File: src/rtl/core/vmll_div.sv
`timescale 1ns / 1ps
module vmll_div (
  input  logic        clk,
  input  logic        rst,
  input  logic        start,
  input  logic [63:0] dividend,
  input  logic [63:0] divisor,
  output logic        done,
  output logic [63:0] quotient
);

  typedef enum logic {D_IDLE, D_RUN} dstate_t;

  dstate_t dstate;
  logic [63:0] rem, dvs;
  logic [5:0]  cnt;
  logic [64:0] trial, diff;

  always_comb begin
    trial = {rem, quotient[63]};
    diff  = trial - {1'b0, dvs};
  end

  // Restoring division, one quotient bit per cycle
  always_ff @(posedge clk) begin
    if (rst) begin
      dstate <= D_IDLE;
      done   <= 1'b0;
    end else begin
      done <= 1'b0;
      case (dstate)
        D_IDLE: begin
          if (start) begin
            rem      <= '0;
            quotient <= dividend;
            dvs      <= divisor;
            cnt      <= 6'd63;
            dstate   <= D_RUN;
          end
        end
        D_RUN: begin
          if (!diff[64]) begin
            rem      <= diff[63:0];
            quotient <= {quotient[62:0], 1'b1};
          end else begin
            rem      <= trial[63:0];
            quotient <= {quotient[62:0], 1'b0};
          end
          if (cnt == 6'd0) begin
            done   <= 1'b1;
            dstate <= D_IDLE;
          end else begin
            cnt <= cnt - 6'd1;
          end
        end
        default: dstate <= D_IDLE;
      endcase
    end
  end

endmodule

File: config.mk
export PLATFORM = sky130hd
export DESIGN_NAME = vmll_div
export DESIGN_NICKNAME = d
export VERILOG_FILES = /design/src/rtl/core/vmll_div.sv
export SDC_FILE = /design/constraint.sdc
export NUM_CORES = 1
export LEC_CHECK = 0
export BUFFER_PORTS_ARGS = -buffer_cell sky130_fd_sc_hd__buf_2
export CORE_ASPECT_RATIO = 0.7
export CORE_MARGIN = 5
export CORE_UTILIZATION = 45
export DETAILED_ROUTE_END_ITERATION = 8
export PLACE_DENSITY = 0.72
export SYNTH_ARGS = -nofsm -noshare
export SYNTH_HDL_FRONTEND = slang
export SYNTH_SLANG_ARGS = --single-unit
File: constraint.sdc
create_clock -name clk -period 11.5 [get_ports clk]
set_clock_uncertainty 0.15 [all_clocks]
set_input_delay 0 -clock clk [delete_from_list [all_inputs] [get_ports clk]]
set_output_delay 0 -clock clk [all_outputs]
set_load 0.01 [all_outputs]
After elaboration in Yosys (flattened, before gate mapping)
Cells that the tools add are included.
{"block": "classes", "add_sub_neg": 2, "n_eq_ne": 2, "muxes": 13, "bitwise": 2, "reduce_logical": 5}
{"cell": "one-hot mux 64 bit (2 select lines)", "count": 2}
{"cell": "2-to-1 mux 64 bit", "count": 3}
{"cell": "subtractor 65 x 64 -> 65 bit", "count": 1}
{"cell": "2-to-1 mux 6 bit", "count": 2}
{"cell": "one-hot mux 6 bit (2 select lines)", "count": 1}
{"cell": "zero test 6 bit", "count": 1}
{"cell": "AND reduction 3 bit", "count": 2}
{"cell": "subtractor 6 x 1 -> 6 bit (second input constant)", "count": 1}
{"cell": "2-to-1 mux 1 bit", "count": 4}
{"cell": "!= test 2 bit (second input constant)", "count": 2}
{"cell": "inverter 1 bit", "count": 2}
{"cell": "one-hot mux 1 bit (2 select lines)", "count": 1}
{"cell": "AND reduction 2 bit", "count": 1}
{"cell": "OR reduction 2 bit", "count": 1}
{"block": "word_totals", "regBits": 200, "out_inout_bits": 65}

Logic depth before layout (Yosys ltp)
{"block": "depth", "word_depth": 3, "mapped_depth": 15, "ltp_nobuf": 13}

Least setup slack after synthesis
OpenSTA, ideal clock, no wires.
{"block": "synth_path", "path_kind": "reg-to-reg", "startpoint": "register dstate", "endpoint": "register quotient[0], enable pin", "setup_ps": 616, "arrival_time_ps": 6542, "required_ps": 10734, "path_slack_ps": 4192, "stages_incl_launch_ff": 6, "n_path_buf": 3, "cell_sequence": "dfxtp_1 clkbuf_1 clkbuf_1 clkbuf_1 nor2_1 nor2_1"}
{"block": "synth_between", "elab_chain_cells": 3}
{"item": "start: declaration", "line": "14", "source": "dstate_t dstate;"}
{"item": "start signal: assignment", "line": "27", "source": "dstate <= D_IDLE;"}
{"item": "start signal: assignment", "line": "38", "source": "dstate <= D_RUN;"}
{"item": "start signal: assignment", "line": "51", "source": "dstate <= D_IDLE;"}
{"item": "inverter 1 bit (no line)"}
{"item": "!= test 2 bit (no line)"}
{"item": "AND reduction 2 bit (no line)"}
{"item": "end signal: assignment", "line": "35", "source": "quotient <= dividend;"}
{"item": "end signal: assignment", "line": "44", "source": "quotient <= {quotient[62:0], 1'b1};"}
{"item": "end signal: assignment", "line": "47", "source": "quotient <= {quotient[62:0], 1'b0};"}
{"item": "end: declaration", "line": "9", "source": "output logic [63:0] quotient"}
Every way passes these cells.
A chain may end at the register's enable or synchronous reset.

Worst setup path in the final report
{"block": "layout_path", "startpoint": "register quotient[63]", "endpoint": "register rem[49] (data pin)"}
{"block": "layout_between", "elab_chain_cells": 3}
{"item": "subtractor 65 x 64 -> 65 bit", "line": "21", "source": "diff = trial - {1'b0, dvs};"}
{"item": "2-to-1 mux 64 bit", "line": "42", "source": "if (!diff[64]) begin"}
{"item": "one-hot mux 64 bit (2 select lines)", "line": "31", "source": "case (dstate)"}
{"item": "end signal: assignment", "line": "43", "source": "rem <= diff[63:0];"}
{"item": "end signal: assignment", "line": "46", "source": "rem <= trial[63:0];"}
{"item": "end: declaration", "line": "15", "source": "logic [63:0] rem, dvs;"}
Every way passes these cells.

==> impl_metrics.ini <==
[status]
status = finished clean

[clock_tree]
htreeDepth = 4
cts_tree = done
clk_pin_slew_worst_paths_ps = 80
cts_resized = 0
clockRootBuffer = clkbuf_16
holdBufCountCts = 129
cts_setup_buffers = 0
clk-insertion-delay-late_ps = 450
clockBufferDepth = 2
numClockSinks = 200
numCtsBuffers = 17

[layout]
finish.utilization_pct = 57.3
stdcell_area_um2 = 15200
drive_above_1_share_pct = 21.8
final_cell_mix = edfxtp_1 (198), buf_2 (195), dlygate4sd3_1 (129)
area_growth_pct = 26.1
nets = 1609
mostFrequentLayoutCell = edfxtp_1

[timing]
finalCriticalPeriod_ps = 5280
setup_slack_ps = 6220
maxSlewViolCount = 0
hold_viol_final = 0
maxClockFrequency_mhz = 189
grt_setup_unrepaired = false
tightest_slew_ps = 1220
slew_headroom_pct = 19.0
totalNegativeSetupSlack_ps = 0
setup_viol_count_final = 0
whs_ps = 102
period_share_pct = 45.9

[synthesis]
synth_area_um2 = 12100
synthFlopType = edfxtp_1
async_reset_ff_share_pct = 0
seq_area_frac_synth_pct = 49.6
yosysTopAreaCell = edfxtp_1
synth-seq-cells = 200
synth_nets = 1310
yosysWarnings = 0
synth_cell_types = 68
avgSynthCellArea_um2 = 10.9
ys_top_cells_by_area = edfxtp_1 (49%), ha_1 (6.8%), mux2_2 (5.9%)
synth_top_area_share_pct = 49.2
postSynthCellCount = 1112
synth_edf_count = 198

[grt]
grt_usage_pct = 20.7
grt_max_degree = 80
grt.overflow.total = 0
grt_first_pass_wirelength_mm = 50.0
grt_pass1_vias = 9566
antenna_found_initial = 3

[power]
ir_worst_vdd_mv = 0.105
p_per_area_nw_per_um2 = 139
leakage_nw = 6.33

[critical_path]
crit_arrival_ps = 5410
crit_path_start_kind = flop
required_ps = 11630
cp-end-kind = flop
critPathMaxFanout = 53
crit_type = flop to flop
reg2reg_depth = 14

[floorplan]
die-width_um = 206
core-area_um2 = 26600
rows = 50
pin_count = 196
die_area_um2 = 30300
die_h_um = 147
initial_core_util_pct = 45.4

[placement]
placed_cell_area_um2 = 13300
port_buffers = 195
hpwl_mm = 21.9
place.gp.congestion = 0.920
dpl_worst_slack_ps = 6280

[route]
vias_per_cell = 5.48
drtPass1Iterations = 6
wl_per_cell_um = 17.8
detail-route-antenna-nets = 0
drc = 0
num_vias = 9800
drt_iter0_markers = 855
routed_wl_mm = 31.8

[flow_run]
cap_violations = 0

[worst_hold_path]
hold_depth = 2
holdCritPathClass = input pin to flop
-- power by group --
part	internal, W	switching [W]
registers	0.000877	0.0000280
clock network	0.000316	0.000302
logic	0.000258	0.000332
total	0.00145	0.000662
-- through the flow --
step	total power, W	std cells
2_1_floorplan	0.00133	1112
3_3_place_gp	0.00145	1627
3_5_place_dp	0.00146	1627
4_1_cts	0.00212	1788
5_1_grt	0.00222	1789
6_report	0.00211	1789
-- worst max-delay path, stage by stage (launching register included) --
cell	delay [ps]
edfxtp_1	370
inv_1	50
ha_1	210
fa_1	410
nand2b_1	200
a21oi_2	160
o2111ai_2	230
o311ai_4	440
a32o_1	340
o21ai_2	150
a21oi_4	210
xor2_4	760
buf_4	760
nand2_1	360
o22ai_1	290
-- state kept, by name, summed over array words and instances (netlist names) --
name,flops
rem,64
done,1
dvs,64
dstate,1
quotient,64
cnt,6
-- Yosys cell counts, types with 12 or more instances --
library cell	instances
edfxtp_1	198
nor2_1	97
inv_1	90
a21oi_1	86
nand2_1	78
ha_1	66
mux2_2	63
mux2i_1	52
o21ai_0	43
clkbuf_1	36
xnor2_1	35
xor2_1	22
nand2b_1	20
a21o_1	19
nand3_1	16
nand4_1	16
a211oi_1	14
nor3_1	12
-- path summary, 6_finish.rpt --
check / startpoint / endpoint / slack, ps
worst max-delay path: quotient[63] / rem[49] / 6220
worst min-delay path: divisor[5] / dvs[5] / 100
worst max register to register: quotient[63] / rem[49] / 6220
worst min register to register: quotient[2] / quotient[3] / 420
-- kinds of logic (layout without fill, tap and decap cells) --
| family | after synthesis | after routing | synth area share, % |
|---|---|---|---|
| simple gates | 278 | 278 | 10.6 |
| compound gates | 255 | 255 | 13.6 |
| flops | 200 | 200 | 49.6 |
| buf+inv | 139 | 451 | 4.68 |
| mux | 115 | 115 | 10.2 |
| fa+ha+maj | 67 | 67 | 7.00 |
| xor+xnor | 58 | 58 | 4.27 |
| other cells | 0 | 1 | 0 |
-- metal layers --
layer | vias up | track usage (%) | part of all wire, %
met5 | - | 0 | 0.079
met4 | 4 | 6.65 | 2.6
met3 | 70 | 4.28 | 5.9
met2 | 346 | 32.1 | 46
met1 | 4710 | 29.4 | 46
li1 | 4670 | - | -
-- cell type report --
type                       instances  area, um2
clock buffer                      19        443
tap                              364        455
timing repair buffer             328       2300
multi-input combinational        773       5550
clock inverter                    13        156
inverter                          91        342
sequential                       200       5990
antenna                            1       2.50
fill                            2224      11400
No activity file was read; power rests on OpenSTA's default activity.
