$ cat src/rtl/core/vmll_pkg.sv
`timescale 1ns / 1ps
package vmll_pkg;

  // Model geometry
  localparam int STATES   = 16;
  localparam int FEATURES = 32;
  localparam int STATE_W  = (STATES > 1) ? $clog2(STATES) : 1;
  localparam int FEAT_W   = (FEATURES > 1) ? $clog2(FEATURES) : 1;
  localparam int ENTRY_W  = STATE_W + FEAT_W;
  localparam int TABLE_DEPTH = 1 << ENTRY_W;

  // Fixed-point widths
  localparam int ACC_W    = 40;
  localparam int CORDIC_W = 34;
  localparam int CORDIC_STEPS = 16;
  localparam int SERIES_TERMS = 24;

  localparam logic signed [CORDIC_W-1:0] CORDIC_K    = 34'sd652032874;
  localparam logic signed [CORDIC_W-1:0] PI_Q29      = 34'sd1686629713;
  localparam logic signed [CORDIC_W-1:0] HALF_PI_Q29 = 34'sd843314856;
  localparam logic [31:0]        LN2_Q32   = 32'd2977044472;
  localparam logic signed [31:0] LN2PI_Q16 = 32'sd120448;
  localparam logic [15:0]        KAPPA_SPLIT = 16'd2048;

  // Asymptotic correction numerators
  localparam logic [63:0] CORR_ONE = 64'd1 << 32;
  localparam logic [63:0] CORR_N1  = 64'd1 << 37;
  localparam logic [63:0] CORR_N2  = 64'd9 << 41;
  localparam logic [63:0] CORR_N3  = 64'd75 << 46;

  // Command codes
  localparam logic CMD_LOAD = 1'b0;
  localparam logic CMD_OBS  = 1'b1;

  // Fraction bits handed to the log unit
  localparam logic [5:0] LN_FRAC_Q32   = 6'd32;
  localparam logic [5:0] LN_FRAC_KAPPA = 6'd8;

  typedef logic signed [16:0]      trig_t;
  typedef logic signed [ACC_W-1:0] acc_t;

  localparam logic signed [ACC_W+1:0] ACC_MAX_X = {3'b000, {(ACC_W-1){1'b1}}};
  localparam logic signed [ACC_W+1:0] ACC_MIN_X = {3'b111, {(ACC_W-1){1'b0}}};
  localparam acc_t LP_MAX = {{(ACC_W-31){1'b0}}, {31{1'b1}}};
  localparam acc_t LP_MIN = {{(ACC_W-31){1'b1}}, {31{1'b0}}};

  // arctan(2^-i) in Q.29
  function automatic logic signed [CORDIC_W-1:0] atan_q29(input logic [3:0] i);
    logic signed [CORDIC_W-1:0] v;
    case (i)
      4'd0:    v = 34'sd421657428;
      4'd1:    v = 34'sd248918915;
      4'd2:    v = 34'sd131521918;
      4'd3:    v = 34'sd66762579;
      4'd4:    v = 34'sd33510843;
      4'd5:    v = 34'sd16771758;
      4'd6:    v = 34'sd8387925;
      4'd7:    v = 34'sd4194219;
      4'd8:    v = 34'sd2097141;
      4'd9:    v = 34'sd1048575;
      4'd10:   v = 34'sd524288;
      4'd11:   v = 34'sd262144;
      4'd12:   v = 34'sd131072;
      4'd13:   v = 34'sd65536;
      4'd14:   v = 34'sd32768;
      default: v = 34'sd16384;
    endcase
    return v;
  endfunction

  // Clamp a widened sum into the accumulator range
  function automatic acc_t sat_acc(input logic signed [ACC_W+1:0] v);
    acc_t r;
    if (v > ACC_MAX_X) r = ACC_MAX_X[ACC_W-1:0];
    else if (v < ACC_MIN_X) r = ACC_MIN_X[ACC_W-1:0];
    else r = v[ACC_W-1:0];
    return r;
  endfunction

  // Clamp an accumulator to the 32-bit result
  function automatic logic signed [31:0] sat32(input acc_t v);
    logic signed [31:0] r;
    if (v > LP_MAX) r = 32'sh7fffffff;
    else if (v < LP_MIN) r = 32'sh80000000;
    else r = v[31:0];
    return r;
  endfunction

endpackage

$ cat src/rtl/core/vmll_ln.sv
`timescale 1ns / 1ps
module vmll_ln (
  input  logic               clk,
  input  logic               rst,
  input  logic               start,
  input  logic [63:0]        x,
  input  logic [5:0]         frac,
  output logic               done,
  output logic signed [31:0] result
);

  typedef enum logic [1:0] {L_IDLE, L_NORM, L_SQR, L_FIN} lstate_t;

  lstate_t lstate;
  logic [63:0] xr;
  logic [5:0]  pcnt, frac_r;
  logic [30:0] m;
  logic signed [23:0] l2;
  logic [3:0]  step;
  logic signed [7:0]  l2_int;
  logic [61:0] sq;
  logic [31:0] sh;
  logic signed [56:0] lprod, lrnd;

  always_comb begin
    l2_int = $signed({2'b00, pcnt}) - $signed({2'b00, frac_r});
    sq     = {31'b0, m} * {31'b0, m};
    sh     = sq[61:30];
    lprod  = 57'(l2) * 57'($signed({1'b0, vmll_pkg::LN2_Q32}));
    lrnd   = lprod + 57'sd2147483648;
  end

  // Normalise, then square the mantissa once per fraction bit
  always_ff @(posedge clk) begin
    if (rst) begin
      lstate <= L_IDLE;
      done   <= 1'b0;
    end else begin
      done <= 1'b0;
      case (lstate)
        L_IDLE: begin
          if (start) begin
            xr     <= (x == 64'd0) ? 64'd1 : x;
            pcnt   <= 6'd63;
            frac_r <= frac;
            lstate <= L_NORM;
          end
        end
        L_NORM: begin
          if (xr[63]) begin
            m      <= xr[63:33];
            l2     <= {l2_int, 16'b0};
            step   <= 4'd15;
            lstate <= L_SQR;
          end else begin
            xr   <= {xr[62:0], 1'b0};
            pcnt <= pcnt - 6'd1;
          end
        end
        L_SQR: begin
          if (sh[31]) begin
            m <= sh[31:1];
            l2[{1'b0, step}] <= 1'b1;
          end else begin
            m <= sh[30:0];
          end
          if (step == 4'd0) begin
            lstate <= L_FIN;
          end else begin
            step <= step - 4'd1;
          end
        end
        L_FIN: begin
          result <= 32'($signed(lrnd[56:32]));
          done   <= 1'b1;
          lstate <= L_IDLE;
        end
        default: lstate <= L_IDLE;
      endcase
    end
  end

endmodule

$ cat config.mk
export PLATFORM = sky130hd
export DESIGN_NAME = vmll_ln
export DESIGN_NICKNAME = d
export VERILOG_FILES = /design/src/rtl/core/vmll_pkg.sv /design/src/rtl/core/vmll_ln.sv
export SDC_FILE = /design/constraint.sdc
export NUM_CORES = 2
export LEC_CHECK = 0
export ABC_AREA = 1
export BUFFER_PORTS_ARGS = -buffer_cell sky130_fd_sc_hd__buf_4
export CAP_MARGIN = 20
export CORE_UTILIZATION = 46
export CTS_CLUSTER_SIZE = 28
export DETAILED_ROUTE_END_ITERATION = 7
export PLACE_DENSITY = 0.72
export RECOVER_POWER = 50
export REMOVE_ABC_BUFFERS = 1
export SETUP_SLACK_MARGIN = 0.1
export SYNTH_ARGS = -nofsm -noshare
export SYNTH_HDL_FRONTEND = slang
export SYNTH_SLANG_ARGS = --single-unit
$ cat constraint.sdc
create_clock -name clk -period 14.29 [get_ports clk]
set_clock_uncertainty 0.2 [all_clocks]
set_input_delay 0.7145 -clock clk [delete_from_list [all_inputs] [get_ports clk]]
set_output_delay 0.7145 -clock clk [all_outputs]
set_load 0.01 [all_outputs]
-- After elaboration in Yosys (flattened, before gate mapping)
Cells that the tools add are included.
- add/subtract/negate cells: 4
- multipliers: 2
- order comparisons: 2
- eq/ne operators: 9
- multiplexer cells: 23
- bitwise logic cells: 2
- reductions and logical operators: 14
- operators with widths (kind ; count):
    64-bit two-way mux ; 3
    64-bit case mux with 2 select lines ; 1
    64-bit zero test ; 1
    31-bit by 31-bit multiplier with 62-bit output ; 1
    31-bit two-way mux ; 2
    31-bit case mux with 2 select lines ; 1
    57-bit by 33-bit adder with 57-bit output, second input constant ; 1
    24-bit by 30-bit multiplier with 54-bit output, second input constant ; 1
    24-bit two-way mux ; 2
    24-bit case mux with 2 select lines ; 1
    24-bit by 16-bit OR with 24-bit output ; 1
    6-bit two-way mux ; 2
    2-bit != test, second input constant ; 6
    6-bit case mux with 2 select lines ; 1
    3-bit AND reduction ; 4
    4-bit AND reduction ; 3
    4-bit two-way mux ; 2
    2-bit case mux with 4 select lines ; 1
    4-bit case mux with 2 select lines ; 1
    6-bit by 6-bit subtractor with 7-bit output ; 1
    4-bit by 6-bit < comparator with 1-bit output, second input constant ; 1
    2-bit two-way mux ; 3
    6-bit by 1-bit subtractor with 6-bit output, second input constant ; 1
    1-bit demux with 4-bit select ; 1
    11 further kinds ; 14
- bits in registers: 163
- input bits: 73
- output and inout bits: 33
- word-level logic and storage cells: 66

-- Logic depth before layout (Yosys ltp)
- depth after elaboration: 7
- mapped depth: 36

-- Worst setup path after synthesis
OpenSTA, ideal clock, no wires.
- path type: register to register
- start: register m[8]
- end: register l2[0] (enable)
- setup time: 0.364 ns
- data arrival time: 7.121 ns
- path slack: 6.606 ns
- stages on the path, launching flop included: 28
- buffers on the path: 2
- period minus slack after synthesis: 7.684 ns
- cell sequence: edfxtp_1 clkbuf_1 clkbuf_1 nand2_1 fa_1 fa_1 inv_1 fa_1 inv_1 fa_1 inv_1 fa_1 fa_1 fa_1 inv_1 fa_1 inv_1 ha_1 a21oi_1 o21ai_0 a21oi_1 o21ai_0 a21oi_1 nand2_1 nand2_1 a21oi_2 or2_2 inv_1
- longest elaborated chain between the ends: 3
- ends and longest elaborated chain (element ; RTL line ; text):
    start: declaration ; vmll_ln.sv:17 ; logic [30:0] m;
    start signal: assignment ; vmll_ln.sv:51 ; m <= xr[63:33];
    start signal: assignment ; vmll_ln.sv:62 ; m <= sh[31:1];
    start signal: assignment ; vmll_ln.sv:65 ; m <= sh[30:0];
    31-bit by 31-bit multiplier with 62-bit output ; vmll_ln.sv:27 ; sq = {31'b0, m} * {31'b0, m};
    2-bit != test (no line) ; - ;
    4-bit AND reduction (no line) ; - ;
    end signal: assignment ; vmll_ln.sv:52 ; l2 <= {l2_int, 16'b0};
    end: declaration ; vmll_ln.sv:18 ; logic signed [23:0] l2;
No other way between the ends.
A chain may end at the register's enable or synchronous reset.

-- Worst setup path in the final report
- start: register m[11]
- end: register l2[10] (enable)
Same word-level chain as after synthesis.

==> results.rst <==
.. list-table::
   :header-rows: 1

   * - Metric
     - Value
   * - Run status
     - complete, but fails checks
   * - Violations in the final reports
     - capacitance limit, slew limit
   * - Number of antenna-violating nets in the routed design
     - 0
   * - Worst setup path class
     - flop to flop
   * - Required time worst endpoint
     - ~14000 ps
   * - Mean cell area of the mapped netlist
     - about 8.2 sq um
   * - Unrepaired setup endpoints after global routing
     - false
   * - Pin count of the biggest net entering global routing
     - 63
   * - Slew at the pin closest to its max-slew limit
     - around 2700 ps
   * - Number of rows created at floorplan
     - around 120
   * - Vias in the first global route
     - between 30k and 40k
   * - CTS H-tree depth
     - 4
   * - CTS max path bufs
     - 2
   * - Mean routed wirelength per cell
     - roughly 18 microns
   * - Max_cap viols
     - 4
   * - CTS-repair resized insts
     - 0
   * - Mapped Cells
     - 6010
   * - Kind of end point of the critical path
     - flop
   * - Number of synthesized flops with an enable pin
     - 159
   * - NumNets Final
     - 7666
   * - Vias per Instance
     - between 5 and 6
   * - CTS tree
     - built
   * - Sequential-to-total area share from yosys stat
     - about a tenth
   * - Effective utilization at floorplan
     - between 40% and 50%
   * - Clock Sink Count
     - about 160
   * - Input/output buffers
     - 105
   * - Crit Path Max Fanout
     - 32
   * - Number of design-rule violations left by the first detailed-router iteration
     - 2772
   * - Floorplan core area
     - around 110000 sq um
   * - Cell area after layout
     - roughly 52000 sq um
   * - Asr flop ratio synth
     - 0%
   * - Number of vias in the routed layout
     - 37.8k
   * - Chip width
     - 330 microns
   * - Post-route DRC violation count
     - 0
   * - Relative area change from synthesis to final layout
     - 5.61%
   * - Number of unique standard cell types used by synthesis
     - 45
   * - Dominant register cell in the synthesized netlist
     - edfxtp_1
   * - Maximum clock frequency
     - roughly 0.11 GHz
   * - Worst-case headroom to the max-slew limit
     - -77.5%
   * - Clock latency reported for the late side of the worst-skew pair
     - about 450 ps
   * - Count of final hold-check violations
     - 0
   * - Total of warnings raised by yosys
     - 0
   * - Total Neg Setup Slack
     - 0 ps
   * - Antenna violations before repair
     - 1
   * - Startpoint kind of the worst setup timing path
     - flop
   * - Cell types occupying the most area after synthesis
     - fa_1 40%, ha_1 14%, inv_1 14%, nand2_1 10%, edfxtp_1 9.7%
   * - Number of setup buffers added after CTS
     - 0
   * - Die Area
     - 109000 sq um
   * - Antenna cells
     - 0
   * - Yosys top cell by area
     - fa_1
   * - Top-Level Pins
     - between 100 and 150
   * - Placed Instance Area
     - between 50000 and 60000 sq um
   * - CTS hold repair buffers
     - 0
   * - Floorplan die height
     - 330 microns
   * - Register bit count reported by yosys
     - 162
   * - Count of pins over their slew limit
     - 205
   * - Kind of path behind the tightest hold check
     - input pin to flop
   * - Final number of setup-violating endpoints
     - 0
   * - CTS Root Cell
     - clkbuf_16
   * - Overall routed net length
     - 133000 microns
   * - Ratio of final minimum period to clock period
     - 62.0%
   * - Fraction of final layout cells with drive strength greater than 1
     - under 10%
   * - Wire length of the first global-routing pass
     - 216000 microns
   * - Overflow left after global routing
     - 0
   * - Fraction of post-synthesis cell area in the top cell type by area
     - 39.7%
   * - Worst Path Arrival
     - 8720 ps
   * - Min Tclk post-route
     - 8860 ps
   * - Final weighted congestion of routability-driven global placement
     - a little over 1
   * - Total global routing track utilization
     - approximately a quarter
   * - Clk slew on worst S/H paths
     - around 80 ps
   * - Number of CTS-inserted buffers
     - 17
   * - Length of the first detailed-routing pass in iterations
     - 8
   * - Final HPWL DP
     - around 110000 microns
   * - Synthesized cell area
     - 49400 sq um
## Yosys cell counts, types with 11 or more instances
cell / instances
xnor2_1: 25
a21o_1: 18
buf_1: 12
ha_1: 571
o21a_1: 11
o21ai_0: 75
nor2_2: 22
nor4_1: 20
nand4_1: 44
a31oi_1: 17
a21oi_1: 145
or2_2: 12
fa_1: 980
edfxtp_1: 159
clkbuf_1: 104
nor2_1: 267
nand3_1: 130
inv_1: 1855
nor3_1: 25
o21bai_1: 21
nand2_1: 1361
xor2_1: 58
## placed cells by master, fill, tap and decap left out, types with 4 or more instances in the layout
| master | netlist | routed |
|---|---|---|
| a211oi_1 | 4 | 4 |
| a21o_1 | 18 | 18 |
| a21oi_1 | 145 | 145 |
| a31oi_1 | 17 | 17 |
| and2_1 | 5 | 5 |
| buf_4 | 7 | 100 |
| clkbuf_1 | 104 | 37 |
| clkbuf_16 | 0 | 17 |
| clkbuf_4 | 0 | 6 |
| edfxtp_1 | 159 | 159 |
| fa_1 | 980 | 980 |
| ha_1 | 571 | 571 |
| inv_1 | 1855 | 1857 |
| inv_2 | 6 | 4 |
| inv_6 | 0 | 4 |
| nand2_1 | 1361 | 1361 |
| nand2_2 | 9 | 9 |
| nand3_1 | 130 | 130 |
| nand3_2 | 4 | 4 |
| nand3b_1 | 6 | 6 |
| nand4_1 | 44 | 44 |
| nor2_1 | 267 | 266 |
| nor2_2 | 22 | 23 |
| nor3_1 | 25 | 25 |
| nor4_1 | 20 | 20 |
| o211ai_1 | 5 | 5 |
| o21a_1 | 11 | 11 |
| o21ai_0 | 75 | 75 |
| o21bai_1 | 21 | 21 |
| or2_2 | 12 | 12 |
| xnor2_1 | 25 | 25 |
| xor2_1 | 58 | 58 |
## state kept, by name (all words and copies together) (netlist names)
signal	count
frac_r	6
xr	64
result	25
step	4
lstate	2
l2	23
pcnt	6
m	31
done	1
## cell type report
class	count	area, sq um
well taps	1391	1740
flip-flops and latches	162	4830
fillers	10000	53700
clock buffers	17	425
multi-input cells	3857	37000
repair buffers	143	935
inverters	1861	6990
clock inverters	15	180
## kinds of logic (layout without fill, tap and decap cells)
logic type | after synthesis | in the layout | synth area share, %
adders and majority gates | 1551 | 1551 | 54.2
buffers and inverters | 1991 | 2036 | 15.2
DFF | 162 | 162 | 9.79
AOI/OAI and AO/OA | 308 | 308 | 3.52
xor gates and xnor gates | 86 | 86 | 1.57
and+or+nand+nor | 1912 | 1912 | 15.7
## final timing paths
check                                            end  slack [ps]        startpoint  cells after the start
worst max-delay path            l2[10]$_SDFFCE_PN0P_        5430   m[11]$_DFFE_PP_                     27
worst min-delay path             frac_r[3]$_DFFE_PP_         270           frac[3]                      1
worst max register to register  l2[10]$_SDFFCE_PN0P_        5430   m[11]$_DFFE_PP_                     27
worst min register to register      xr[27]$_DFFE_PP_         310  xr[26]$_DFFE_PP_                      2
## routing by layer
layer / global-route usage [%] / vias to the layer above / share of wire [%]
met1: 36.1 / 18600 / 43
met5: 0 / - / 0.0098
met2: 41.0 / 1453 / 46
li1: - / 17600 / -
met3: 4.29 / 241 / 8.5
met4: 6.74 / 2 / 2.8
## worst max-delay path, cell delays in order (launching register included)
cell	delay, ps
edfxtp_1	770
buf_4	450
nand2_1	160
inv_1	120
fa_1	410
inv_1	80
fa_1	450
fa_1	540
fa_1	520
inv_1	60
fa_1	440
fa_1	500
fa_1	500
inv_1	50
fa_1	470
inv_1	40
ha_1	340
a21oi_1	240
o21ai_0	200
a21oi_1	260
o21ai_0	140
a21oi_1	210
nand2_1	70
nand2_1	90
a21oi_2	60
buf_4	320
or2_2	310
inv_1	440
## stage by stage
| step | instances | hold WS [ps] | util, % | setup slack [ps] |
|---|---|---|---|---|
| 3_5_place_dp | 7414 | 299 | 48.8 | 5560 |
| 4_1_cts | 7446 | 237 | 49.4 | 5560 |
| 6_report | 7446 | 273 | 49.2 | 5430 |
| 2_1_floorplan | 5880 | 287 | - | 6310 |
| 5_1_grt | 7446 | 257 | 49.2 | 4960 |
| 3_3_place_gp | 7413 | 296 | 48.8 | 5670 |
Power is left out: the tool's default activity adds up to more than one toggle a clock period on the data nets, which glitch-free logic cannot reach.
