### config.mk
export PLATFORM = sky130hd
export DESIGN_NAME = vmll_cordic
export DESIGN_NICKNAME = d
export VERILOG_FILES = /design/src/rtl/core/vmll_pkg.sv /design/src/rtl/core/vmll_cordic.sv
export SDC_FILE = /design/constraint.sdc
export NUM_CORES = 1
export LEC_CHECK = 0
export ABC_AREA = 1
export BUFFER_PORTS_ARGS = -buffer_cell sky130_fd_sc_hd__buf_4
export CAP_MARGIN = 20
export CORE_ASPECT_RATIO = 1.2
export CORE_MARGIN = 2
export CORE_UTILIZATION = 60
export DETAILED_ROUTE_END_ITERATION = 10
export GPL_ROUTABILITY_DRIVEN = 0
export PLACE_DENSITY = 0.87
export RECOVER_POWER = 25
export SYNTH_ARGS = -nofsm -noshare
export SYNTH_HDL_FRONTEND = slang
export SYNTH_SLANG_ARGS = --single-unit
export TNS_END_PERCENT = 50
### constraint.sdc
create_clock -name clk -period 4.8 [get_ports clk]
set_input_delay 0.48 -clock clk [delete_from_list [all_inputs] [get_ports clk]]
set_output_delay 0.48 -clock clk [all_outputs]
set_load 0.005 [all_outputs]
### src/rtl/core/vmll_pkg.sv
`timescale 1ns / 1ps
package vmll_pkg;

  // Model geometry
  localparam int STATES   = 16;
  localparam int FEATURES = 32;
  localparam int STATE_W  = (STATES > 1) ? $clog2(STATES) : 1;
  localparam int FEAT_W   = (FEATURES > 1) ? $clog2(FEATURES) : 1;
  localparam int ENTRY_W  = STATE_W + FEAT_W;
  localparam int TABLE_DEPTH = 1 << ENTRY_W;

  // Fixed-point widths
  localparam int ACC_W    = 40;
  localparam int CORDIC_W = 34;
  localparam int CORDIC_STEPS = 16;
  localparam int SERIES_TERMS = 24;

  localparam logic signed [CORDIC_W-1:0] CORDIC_K    = 34'sd652032874;
  localparam logic signed [CORDIC_W-1:0] PI_Q29      = 34'sd1686629713;
  localparam logic signed [CORDIC_W-1:0] HALF_PI_Q29 = 34'sd843314856;
  localparam logic [31:0]        LN2_Q32   = 32'd2977044472;
  localparam logic signed [31:0] LN2PI_Q16 = 32'sd120448;
  localparam logic [15:0]        KAPPA_SPLIT = 16'd2048;

  // Asymptotic correction numerators
  localparam logic [63:0] CORR_ONE = 64'd1 << 32;
  localparam logic [63:0] CORR_N1  = 64'd1 << 37;
  localparam logic [63:0] CORR_N2  = 64'd9 << 41;
  localparam logic [63:0] CORR_N3  = 64'd75 << 46;

  // Command codes
  localparam logic CMD_LOAD = 1'b0;
  localparam logic CMD_OBS  = 1'b1;

  // Fraction bits handed to the log unit
  localparam logic [5:0] LN_FRAC_Q32   = 6'd32;
  localparam logic [5:0] LN_FRAC_KAPPA = 6'd8;

  typedef logic signed [16:0]      trig_t;
  typedef logic signed [ACC_W-1:0] acc_t;

  localparam logic signed [ACC_W+1:0] ACC_MAX_X = {3'b000, {(ACC_W-1){1'b1}}};
  localparam logic signed [ACC_W+1:0] ACC_MIN_X = {3'b111, {(ACC_W-1){1'b0}}};
  localparam acc_t LP_MAX = {{(ACC_W-31){1'b0}}, {31{1'b1}}};
  localparam acc_t LP_MIN = {{(ACC_W-31){1'b1}}, {31{1'b0}}};

  // arctan(2^-i) in Q.29
  function automatic logic signed [CORDIC_W-1:0] atan_q29(input logic [3:0] i);
    logic signed [CORDIC_W-1:0] v;
    case (i)
      4'd0:    v = 34'sd421657428;
      4'd1:    v = 34'sd248918915;
      4'd2:    v = 34'sd131521918;
      4'd3:    v = 34'sd66762579;
      4'd4:    v = 34'sd33510843;
      4'd5:    v = 34'sd16771758;
      4'd6:    v = 34'sd8387925;
      4'd7:    v = 34'sd4194219;
      4'd8:    v = 34'sd2097141;
      4'd9:    v = 34'sd1048575;
      4'd10:   v = 34'sd524288;
      4'd11:   v = 34'sd262144;
      4'd12:   v = 34'sd131072;
      4'd13:   v = 34'sd65536;
      4'd14:   v = 34'sd32768;
      default: v = 34'sd16384;
    endcase
    return v;
  endfunction

  // Clamp a widened sum into the accumulator range
  function automatic acc_t sat_acc(input logic signed [ACC_W+1:0] v);
    acc_t r;
    if (v > ACC_MAX_X) r = ACC_MAX_X[ACC_W-1:0];
    else if (v < ACC_MIN_X) r = ACC_MIN_X[ACC_W-1:0];
    else r = v[ACC_W-1:0];
    return r;
  endfunction

  // Clamp an accumulator to the 32-bit result
  function automatic logic signed [31:0] sat32(input acc_t v);
    logic signed [31:0] r;
    if (v > LP_MAX) r = 32'sh7fffffff;
    else if (v < LP_MIN) r = 32'sh80000000;
    else r = v[31:0];
    return r;
  endfunction

endpackage

### src/rtl/core/vmll_cordic.sv
`timescale 1ns / 1ps
module vmll_cordic (
  input  logic               clk,
  input  logic               rst,
  input  logic               start,
  input  logic signed [15:0] angle,
  output logic               done,
  output vmll_pkg::trig_t    cos_q,
  output vmll_pkg::trig_t    sin_q
);

  typedef enum logic [1:0] {C_IDLE, C_ROT, C_FIN} cstate_t;

  cstate_t cstate;
  logic signed [vmll_pkg::CORDIC_W-1:0] x, y, z;
  logic signed [vmll_pkg::CORDIC_W-1:0] z_in, z_fold, xs, ys, x_out, y_out, x_rnd, y_rnd;
  logic neg, neg_in;
  logic [3:0] step;

  // Fold the angle into the right half-plane
  always_comb begin
    z_in = {{2{angle[15]}}, angle, 16'b0};
    if (z_in > vmll_pkg::HALF_PI_Q29) begin
      z_fold = z_in - vmll_pkg::PI_Q29;
      neg_in = 1'b1;
    end else if (z_in < -vmll_pkg::HALF_PI_Q29) begin
      z_fold = z_in + vmll_pkg::PI_Q29;
      neg_in = 1'b1;
    end else begin
      z_fold = z_in;
      neg_in = 1'b0;
    end
    xs = x >>> step;
    ys = y >>> step;
    x_out = neg ? -x : x;
    y_out = neg ? -y : y;
    x_rnd = x_out + 34'sd32768;
    y_rnd = y_out + 34'sd32768;
  end

  // One rotation per cycle
  always_ff @(posedge clk) begin
    if (rst) begin
      cstate <= C_IDLE;
      done   <= 1'b0;
    end else begin
      done <= 1'b0;
      case (cstate)
        C_IDLE: begin
          if (start) begin
            x      <= vmll_pkg::CORDIC_K;
            y      <= '0;
            z      <= z_fold;
            neg    <= neg_in;
            step   <= '0;
            cstate <= C_ROT;
          end
        end
        C_ROT: begin
          if (!z[vmll_pkg::CORDIC_W-1]) begin
            x <= x - ys;
            y <= y + xs;
            z <= z - vmll_pkg::atan_q29(step);
          end else begin
            x <= x + ys;
            y <= y - xs;
            z <= z + vmll_pkg::atan_q29(step);
          end
          if (step == 4'(vmll_pkg::CORDIC_STEPS - 1)) begin
            cstate <= C_FIN;
          end else begin
            step <= step + 4'd1;
          end
        end
        C_FIN: begin
          cos_q  <= x_rnd[32:16];
          sin_q  <= y_rnd[32:16];
          done   <= 1'b1;
          cstate <= C_IDLE;
        end
        default: cstate <= C_IDLE;
      endcase
    end
  end

endmodule

Word level (Yosys, flattened, before mapping):

Memory sizes are Yosys's and may differ from the RTL's. A register that Yosys moved wholly into a read port is not among the register bits.
Cells that the tools add are included.

* bits in registers: 144
* bits in read-only memories: 928
* memories kept: 2

Memories
* (name not given): depth 16, bits a word 29, read ports 1, clocked after Yosys merged registers in 1, wr ports 0, RTL line vmll_pkg.sv:50 `case (i)`
* (name not given): depth 16, bits a word 29, read ports 1, clocked after Yosys merged registers in 1, wr ports 0, RTL line vmll_pkg.sv:50

* add/sub/neg operators: 13
* $lt $le $gt $ge: 2
* eq/ne operators: 6
* shift-type cells: 2
* muxes and demuxes: 29
* bitwise gates (word level): 1
* reductions and logical operators: 7

Operators with widths (number)
* two-way mux 34 bit: 14
* case mux 34 bit (2 select lines): 3
* adder 34 bit: 3
* subtractor 34 bit: 3
* >>> shifter 34 x 4 -> 34 bit: 2
* adder 33 x 17 -> 33 bit, second input constant: 2
* two-way mux 33 bit: 2
* negator 33 bit: 2
* adder 32 x 32 -> 33 bit, second input constant: 1
* subtractor 32 x 32 -> 33 bit, second input constant: 1
* greater-than comparator 32 x 31 -> 1 bit, second input constant: 1
* less-than comparator 32 x 31 -> 1 bit, second input constant: 1
* two-way mux 4 bit: 4
* case mux 4 bit (2 select lines): 1
* inequality test 2 bit, second input constant: 3
* AND reduction 3 bit: 2
* adder 4 x 1 -> 4 bit, second input constant: 1
* == test 4 bit, second input constant: 1
* two-way mux 2 bit: 2
* case mux 2 bit (2 select lines): 1
* AND reduction 2 bit: 2
* AND reduction 4 bit: 1
* == test 2 x 1 -> 1 bit, second input constant: 1
* == test 2 bit, second input constant: 1
* 4 further kinds: 5

Logic depth before layout (Yosys ltp):

Gate-level depths: netlist (run 1).

* depth after elaboration: 6
* gate-level depth with buffers: 31
* gate-level depth less buffers: 28

Worst setup path before layout (run 1):

No wires, ideal clock.

* path kind: reg2reg
* from: register step[0]
* to: register y[22] (netlist bit) (data pin)
* library setup time: 253 ps
* arrival time: 3563 ps
* data required time: 4547 ps
* setup slack: 984 ps
* stages on the path, launching flop included: 25
* buffers on the path: 3
* period minus slack after synthesis: 3816 ps
* path through: edfxtp_1 > buf_4 > inv_2 > buf_6 > buf_12 > nand2_2 > nand3_1 > nand3_1 > nand3_1 > nand2_1 > ha_1 > or2_2 > nand2_1 > inv_1 > fa_1 > o21ai_0 > a31oi_1 > o21bai_1 > a21oi_1 > o21bai_1 > nand2_1 > nand2_1 > nand2_1 > nand2_1 > nor2_1

* cells in the longest elaborated chain, start to end: 4
* elaborated cells on any way between the ends: 5
* those cells by class: add/sub: 2; shift: 1; mux: 2

RTL lines
* from (decl): RTL line vmll_cordic.sv:18 `logic [3:0] step;`
* from (signal assigned): RTL line vmll_cordic.sv:72 `step <= step + 4'd1;`
* >>> shifter 34 x 4 -> 34 bit (*): RTL line vmll_cordic.sv:33 `xs = x >>> step;`
* adder 34 bit / subtractor 34 bit (equally long branches): RTL line vmll_cordic.sv:62, vmll_cordic.sv:66
* two-way mux 34 bit (*): RTL line vmll_cordic.sv:60 `if (!z[vmll_pkg::CORDIC_W-1]) begin`
* case mux 34 bit (2 select lines) (*): RTL line vmll_cordic.sv:48 `case (cstate)`
* to (signal assigned): RTL line vmll_cordic.sv:62 `y <= y + xs;`
* to (signal assigned): RTL line vmll_cordic.sv:66 `y <= y - xs;`
* to (decl): RTL line vmll_cordic.sv:15 `logic signed [vmll_pkg::CORDIC_W-1:0] x, y, z;`

Mark *: on every way between the ends. The rest lies on a longest branch, timed or not.
A chain may end at the register's enable or synchronous reset.

Worst setup path after layout (run 1):

* from: register step[0]
* to: register x[16] (netlist bit) (data pin)

* cells in the longest elaborated chain, start to end: 4
* elaborated cells on any way between the ends: 5
* those cells by class: add/sub: 2; shift: 1; mux: 2

RTL lines
* >>> shifter 34 x 4 -> 34 bit (*): RTL line vmll_cordic.sv:34 `ys = y >>> step;`
* subtractor 34 bit / adder 34 bit (equally long branches): RTL line vmll_cordic.sv:61, vmll_cordic.sv:65
* two-way mux 34 bit (*): RTL line vmll_cordic.sv:60
* case mux 34 bit (2 select lines) (*): RTL line vmll_cordic.sv:48
* to (signal assigned): RTL line vmll_cordic.sv:51 `x <= vmll_pkg::CORDIC_K;`
* to (signal assigned): RTL line vmll_cordic.sv:61 `x <= x - ys;`
* to (signal assigned): RTL line vmll_cordic.sv:65 `x <= x + ys;`
* to (decl): RTL line vmll_cordic.sv:15

Marked as above.

==> qor.yml, run 1 <==
timing:
  setup_viol: 0
  tns_ns: 0
  rsz0062_at_grt: "yes"
  hold_ws_ns: 0.203
  worst_clock_skew_ns: 0.0128
  final.period_utilization_pct: 94.9
  hold_viol: 0
  slew_viol_final: 105
  slew_headroom_pct: -96.9
  timing.final.ws_setup_ns: 0.244
  post-route-min-period_ns: 4.56
  worst_pin_slew_ns: 2.95
  maxClockFrequency_mhz: 219
synthesis:
  synth_flop_cell: "edfxtp_1"
  muxShareOfSynthArea_pct: 0
  synth_cell_types: 62
  syn_area_per_cell_um2: 6.42
  syn-num-nets: 3218
  synth_compound_area_share_pct: 14.8
  synth_adder_area_share_pct: 7.58
  yosysWarnings: 0
  synth_xor_area_share_pct: 6.87
  synth_top_family_by_area: "simple AND/OR/NAND/NOR gates"
  async_flop_share_pct: 0
  syn-cell-area_um2: 19800
  syn_inst: 3081
  synth_edf_count: 141
  synth_seq_area_share_pct: 24.6
  synth_seq_cells: 172
  yosys.area_share.simple_pct: 38.5
setup_path:
  cp_max_fo: 41
  r2r_slack_ns: 0.24
  arrival_ns: 4.79
  r2r_end: "x[16]"
  cp-end-kind: "flip-flop"
  critPathKind: "reg -> reg"
  rr_startpoint: "step[0]"
  cp-start-kind: "flip-flop"
  required_ns: 5.04
  r2r_cells: 22
placed_design:
  dpl.cell_count: 3479
  hpwl_um: 46400
  io_buffers: 53
  dpl_cell_area_um2: 20500
  pre_cts_ws_ns: 0.191
flow_run:
  cap_violations: 2
global_routing:
  grt_pass1_vias: 20900
  grt_use_total_pct: 35.3
  grt_overflow: 0
  grt_pass1_wl_um: 98400
  antenna_found_initial: 0
  grt_max_degree: 70
min_path:
  hold-path-endpoint: "done"
  hold_path_class: "in -> reg"
  hold_path_depth: 2
  min_from: "rst"
clock_network:
  clockBufferDepth: 2
  cts_max_level: 4
  root_buffer: "clkbuf_16"
  clk_latency_ns: 0.48
  cts.sinks: 172
  ctsHoldBuffers: 0
  cts_tree: "done"
  cts_inserted_buffers: 17
  cts.reportedPaths.clkPinSlew_ns: 0.08
floorplan:
  core_um2: 32300
  start_util_pct: 61.1
  die_w_um: 170
  fp.dieH_um: 203
  io_pins: 54
  placementRows: 72
  die_area_um2: 34400
routing:
  drcViolationCount: 0
  first_pass_iters: 7
  vias: 22000
  avgRoutedWirePerCell_um: 17.5
  ant_nets: 0
  drtIter0Drc: 2473
  wl_um: 61600
  vias_per_cell: 6.25
pwr:
  p_leak_nw: 9.55
  ir_drop_v: 0.000210
  total_power_mw: 7.91
  pwr_density_cell_nw_per_um2: 373
finish:
  finalNetCount: 3229
  area_delta_synth_final_pct: 7.26
  fin_area_um2: 21200
  drive_gt1_share_pct: 7.92
  post-route-util_pct: 65.6
  fin_cells: 3512
  n_antenna_cell: 0
outcome:
  outcome: "complete, but fails checks"
  violations: "capacitance limit, slew limit"
## timing repair
action                     4_1_cts  5_1_grt
hold endpoints to repair         0        0
resized for setup                0       48
buffers inserted                 0        1
setup endpoints to repair        0       25
## worst max-delay path by stage
stage / start / endpoint / slack [ns] / cells past startpoint
final: step[0] / x[16] / 0.24 / 22
after global placement: step[2] / x[16] / 0.35 / 20
after detailed placement: step[0] / x[30] / 0.19 / 26
after global routing: step[0] / x[30] / -0.03 / 22
after floorplan: step[0] / y[22] / 0.98 / 24
after CTS: step[0] / x[30] / 0.17 / 26
## cell usage in the layout, fill, tap and decap left out, types with 6 or more instances in the layout
master,synthesis,routed
nor2_1,325,318
nor4_1,20,17
o21ai_0,192,189
a21oi_1,208,205
nand4_1,41,41
inv_6,0,8
xor2_1,92,92
a31oi_1,18,18
nor3_1,22,21
nand3b_1,9,9
inv_1,280,279
clkbuf_4,0,32
nand2_1,779,775
inv_2,12,11
buf_4,3,38
o21bai_1,13,13
ha_1,115,113
o21a_1,12,12
o21ai_1,14,16
dfxtp_1,31,31
o31ai_1,6,6
nor2_2,15,20
nand3_1,442,441
clkbuf_16,0,18
a21o_1,13,13
o21ai_2,7,7
o211ai_1,8,8
xnor2_1,63,63
nand2_2,32,35
edfxtp_1,141,141
nand3_2,13,14
or2_2,16,16
## worst max-delay path, stage by stage, from the launching register on
cell and delay (ns):
edfxtp_1 0.49, buf_12 0.22, buf_8 0.20, nand2_1 0.12, nand3_1 0.11, nand3_1 0.15, nand3_1 0.14, nand2_1 0.21
nand2_1 0.09, nor2_2 0.19, nand3_1 0.20, nand2_1 0.13, xnor2_1 0.13, inv_1 0.06, ha_1 0.37, a21o_1 0.23
a31oi_1 0.17, nand2_1 0.12, a21oi_1 0.23, o21ai_0 0.15, buf_4 0.17, xor2_1 0.15, or2_2 0.27
## layout make-up
type,instances,area [um2]
clock buffers,18,450
clock inverters,14,140
fillers,2811,11100
inverters,293,1110
multi-input cells,2528,13500
flip-flops and latches,172,4850
well taps,407,509
repair buffers,80,647
## power breakdown
part	switching (mW)	total, mW	internal (mW)
clock	0.712	1.43	0.722
combinational	2.92	4.38	1.46
sequential	0.234	2.09	1.86
## synth_stat cells (all sizes together) (9+ instances only)
library cell	count	area share [%]
buf	57	1.6
o21bai	15	0.65
a21o	13	0.49
nor3	26	0.79
xor2	92	4.1
o21ai	213	5.5
xnor2	63	2.8
a21oi	210	5.4
nand4	41	1.3
ha	115	7.3
a31oi	18	0.57
inv	292	5.5
nand3b	9	0.34
nor4	20	0.63
dfxtp	31	3.1
or2	16	0.51
nand3	455	12
nor2	343	6.8
nand2	813	16
o21a	12	0.46
clkbuf	31	0.59
edfxtp	141	21
## kinds of logic after synthesis
group	after synthesis
xor gates and xnor gates	155
buffers and inverters	381
adders and majority gates	118
and+or+nand+nor	1731
AOI/OAI and AO/OA	524
DFF	172
## per-layer routing
layer | wire length (um) | GRT usage [%]
met3 | 5610 | 7.15
met5 | 0 | 0
met4 | 5170 | 28.6
met1 | 22300 | 38.8
met2 | 28500 | 59.0
Note: power is estimated with default switching activity, not from simulation.
==> inputs of run 2 (changes only) <==
--- a/config.mk
+++ b/config.mk
@@ -9,7 +9,7 @@
 export BUFFER_PORTS_ARGS = -buffer_cell sky130_fd_sc_hd__buf_4
 export CAP_MARGIN = 20
 export CORE_ASPECT_RATIO = 1.2
-export CORE_MARGIN = 2
+export CORE_MARGIN = 3
 export CORE_UTILIZATION = 60
 export DETAILED_ROUTE_END_ITERATION = 10
 export GPL_ROUTABILITY_DRIVEN = 0
==> run 2 against run 1 <==
  * The flow still finishes with violations (capacitance limit, slew limit)
  * Register-to-register slack improved by 0.12 ns
  * Sequential share of layout area up 0.16 points
  * Clock power about the same
  * First-iteration DRC count down 6.6%
  * Clock skew grew 0.00077 ns
  * Count of clock-buffer cells in the layout did not move
  * Power shrank 1.5%
  * Worst hold slack got worse by 0.0089 ns
  * Utilization fell by 0.46 points
  * Die area rose by 2.2%
  * Design area is 0.70% lower
  * Combinational power fell by 2%
  * Critical path type unchanged
==> qor.yml, run 2 (same netlist as run 1, synthesis figures left out) <==
finish:
  final_common_cell: "nand2_1"
  fin_area_um2: 21100
  finalNetCount: 3227
  fillers: 2800
  n_antenna_cell: 0
  layout_common_cells: "nand2_1, nand3_1, nor2_1"
  post-route-util_pct: 65.1
  fin_cells: 3510
  area_delta_synth_final_pct: 6.51
  drive_gt1_share_pct: 7.03
pwr:
  ir_drop_v: 0.000229
  p_leak_nw: 9.52
  pwr_density_cell_nw_per_um2: 370
  total_power_mw: 7.79
timing:
  timing.final.ws_setup_ns: 0.366
  rsz0062_at_grt: "no"
  hold_ws_ns: 0.195
  slew_headroom_pct: -92.2
  slew_viol_final: 103
  worst_pin_slew_ns: 2.88
  post-route-min-period_ns: 4.43
  final.period_utilization_pct: 92.4
  hold_viol: 0
  tns_ns: 0
  worst_clock_skew_ns: 0.0136
  setup_viol: 0
  maxClockFrequency_mhz: 226
clock_network:
  post_cts_buffers: 0
  cts.reportedPaths.clkPinSlew_ns: 0.08
  cts_inserted_buffers: 17
  ctsHoldBuffers: 0
  clk_latency_ns: 0.48
  clockBufferDepth: 2
  cts.sinks: 172
  cts_tree: "done"
  cts_max_level: 4
  root_buffer: "clkbuf_16"
floorplan:
  die_area_um2: 35200
  core_um2: 32300
  io_pins: 54
  die_w_um: 172
  start_util_pct: 61.1
  fp.dieH_um: 205
  placementRows: 72
setup_path:
  arrival_ns: 4.66
  slowest_delay_ns: 0.47
  crit_slowest_cell: "edfxtp_1"
  critPathKind: "reg -> reg"
  required_ns: 5.03
  cpLargestDelayFamily: "simple AND/OR/NAND/NOR gates"
  cp-end-kind: "flip-flop"
  cp-start-kind: "flip-flop"
  cp_num_buf_inv: 3
  worstPathCellList: "inv_4 > buf_12 > nand3_1 > nand3_1 > nand3_1 > nand2_1 > ha_1 > nand3_2 > nor2_2 > nand2_1 > nor2_1 > nand2_1 > nand2_2 > xnor2_1 > inv_1 > ha_1 > a21oi_1 > o21ai_0 > a21oi_1 > nor3_1 > a211oi_1 > nand3_1 > nand2_1 > nor2_1"
  cp_max_fo: 28
placed_design:
  hpwl_um: 46000
  io_buffers: 53
  dpl_cell_area_um2: 20500
  pre_cts_ws_ns: 0.311
  dpl.cell_count: 3477
min_path:
  hold_path_class: "in -> reg"
routing:
  avgRoutedWirePerCell_um: 17.2
  vias: 22000
  ant_nets: 0
  drcViolationCount: 0
  vias_per_cell: 6.26
  first_pass_iters: 8
  drtIter0Drc: 2311
  wl_um: 60300
global_routing:
  grt_pass1_vias: 20700
  antenna_found_initial: 0
  grt_use_total_pct: 33.5
  grt_max_degree: 72
  grt_pass1_wl_um: 96200
  grt_overflow: 0
outcome:
  violations: "capacitance limit, slew limit"
  outcome: "complete, but fails checks"
flow_run:
  cap_violations: 2
==> run 2: cell count changes in the layout (fill, tap and decap cells not counted), sizes merged <==
cell / change
clkinv: -3
clkbuf: +2
inv: +3
buf: -4
==> run 2: worst paths after layout <==
kind | startpoint | endpoint | slack (ns) | cells past startpoint
worst min register to register | cstate[1] | done | 0.60 | 2
worst max-delay path | step[1] | x[31] | 0.37 | 24
worst min-delay path | rst | done | 0.19 | 2
worst max register to register | step[1] | x[31] | 0.37 | 24
==> run 2: power by group <==
group / leakage [nW] / switching [mW] / total [mW] / internal (mW)
Combinational: 7.66 / 2.85 / 4.30 / 1.45
Sequential: 1.58 / 0.231 / 2.09 / 1.86
Clock: 0.281 / 0.710 / 1.40 / 0.685
Total: 9.52 / 3.79 / 7.79 / 4.00
==> run 2: worst register-to-register path: stages, from the launching register on <==
cell and delay, ns:
edfxtp_1 0.47, inv_4 0.20, buf_12 0.21, nand3_1 0.12
nand3_1 0.11, nand3_1 0.10, nand2_1 0.19, ha_1 0.23
nand3_2 0.13, nor2_2 0.12, nand2_1 0.09, nor2_1 0.10
nand2_1 0.09, nand2_2 0.15, xnor2_1 0.14, inv_1 0.09
ha_1 0.33, a21oi_1 0.21, o21ai_0 0.16, a21oi_1 0.30
nor3_1 0.08, a211oi_1 0.30, nand3_1 0.13, nand2_1 0.07
nor2_1 0.07
==> run 2: what timing repair did <==
action | in CTS | in global routing
endpoints found under the hold margin | 0 | 0
endpoints found under the setup margin | 0 | 21
resized for setup | 0 | 16
==> run 2: area by class of cell <==
| cell class | count | area [um2] | share of cell area [%] |
|---|---|---|---|
| timing repair buffer | 78 | 637 | 3.02 |
| tap | 407 | 509 | 2.42 |
| clock inverter | 14 | 123 | 0.582 |
| clock buffer | 18 | 429 | 2.04 |
| multi-input combinational | 2528 | 13400 | 63.6 |
| sequential | 172 | 4850 | 23.1 |
| inverter | 293 | 1100 | 5.25 |
==> run 2: per-layer routing <==
layer / track usage (%) / share of wire [%] / vias to the layer above
met5: 0 / 0 / -
met1: 37.4 / 36 / 9786
met4: 25.2 / 8.1 / 0
met3: 5.67 / 9.3 / 354
li1: - / - / 10500
met2: 56.8 / 47 / 1382
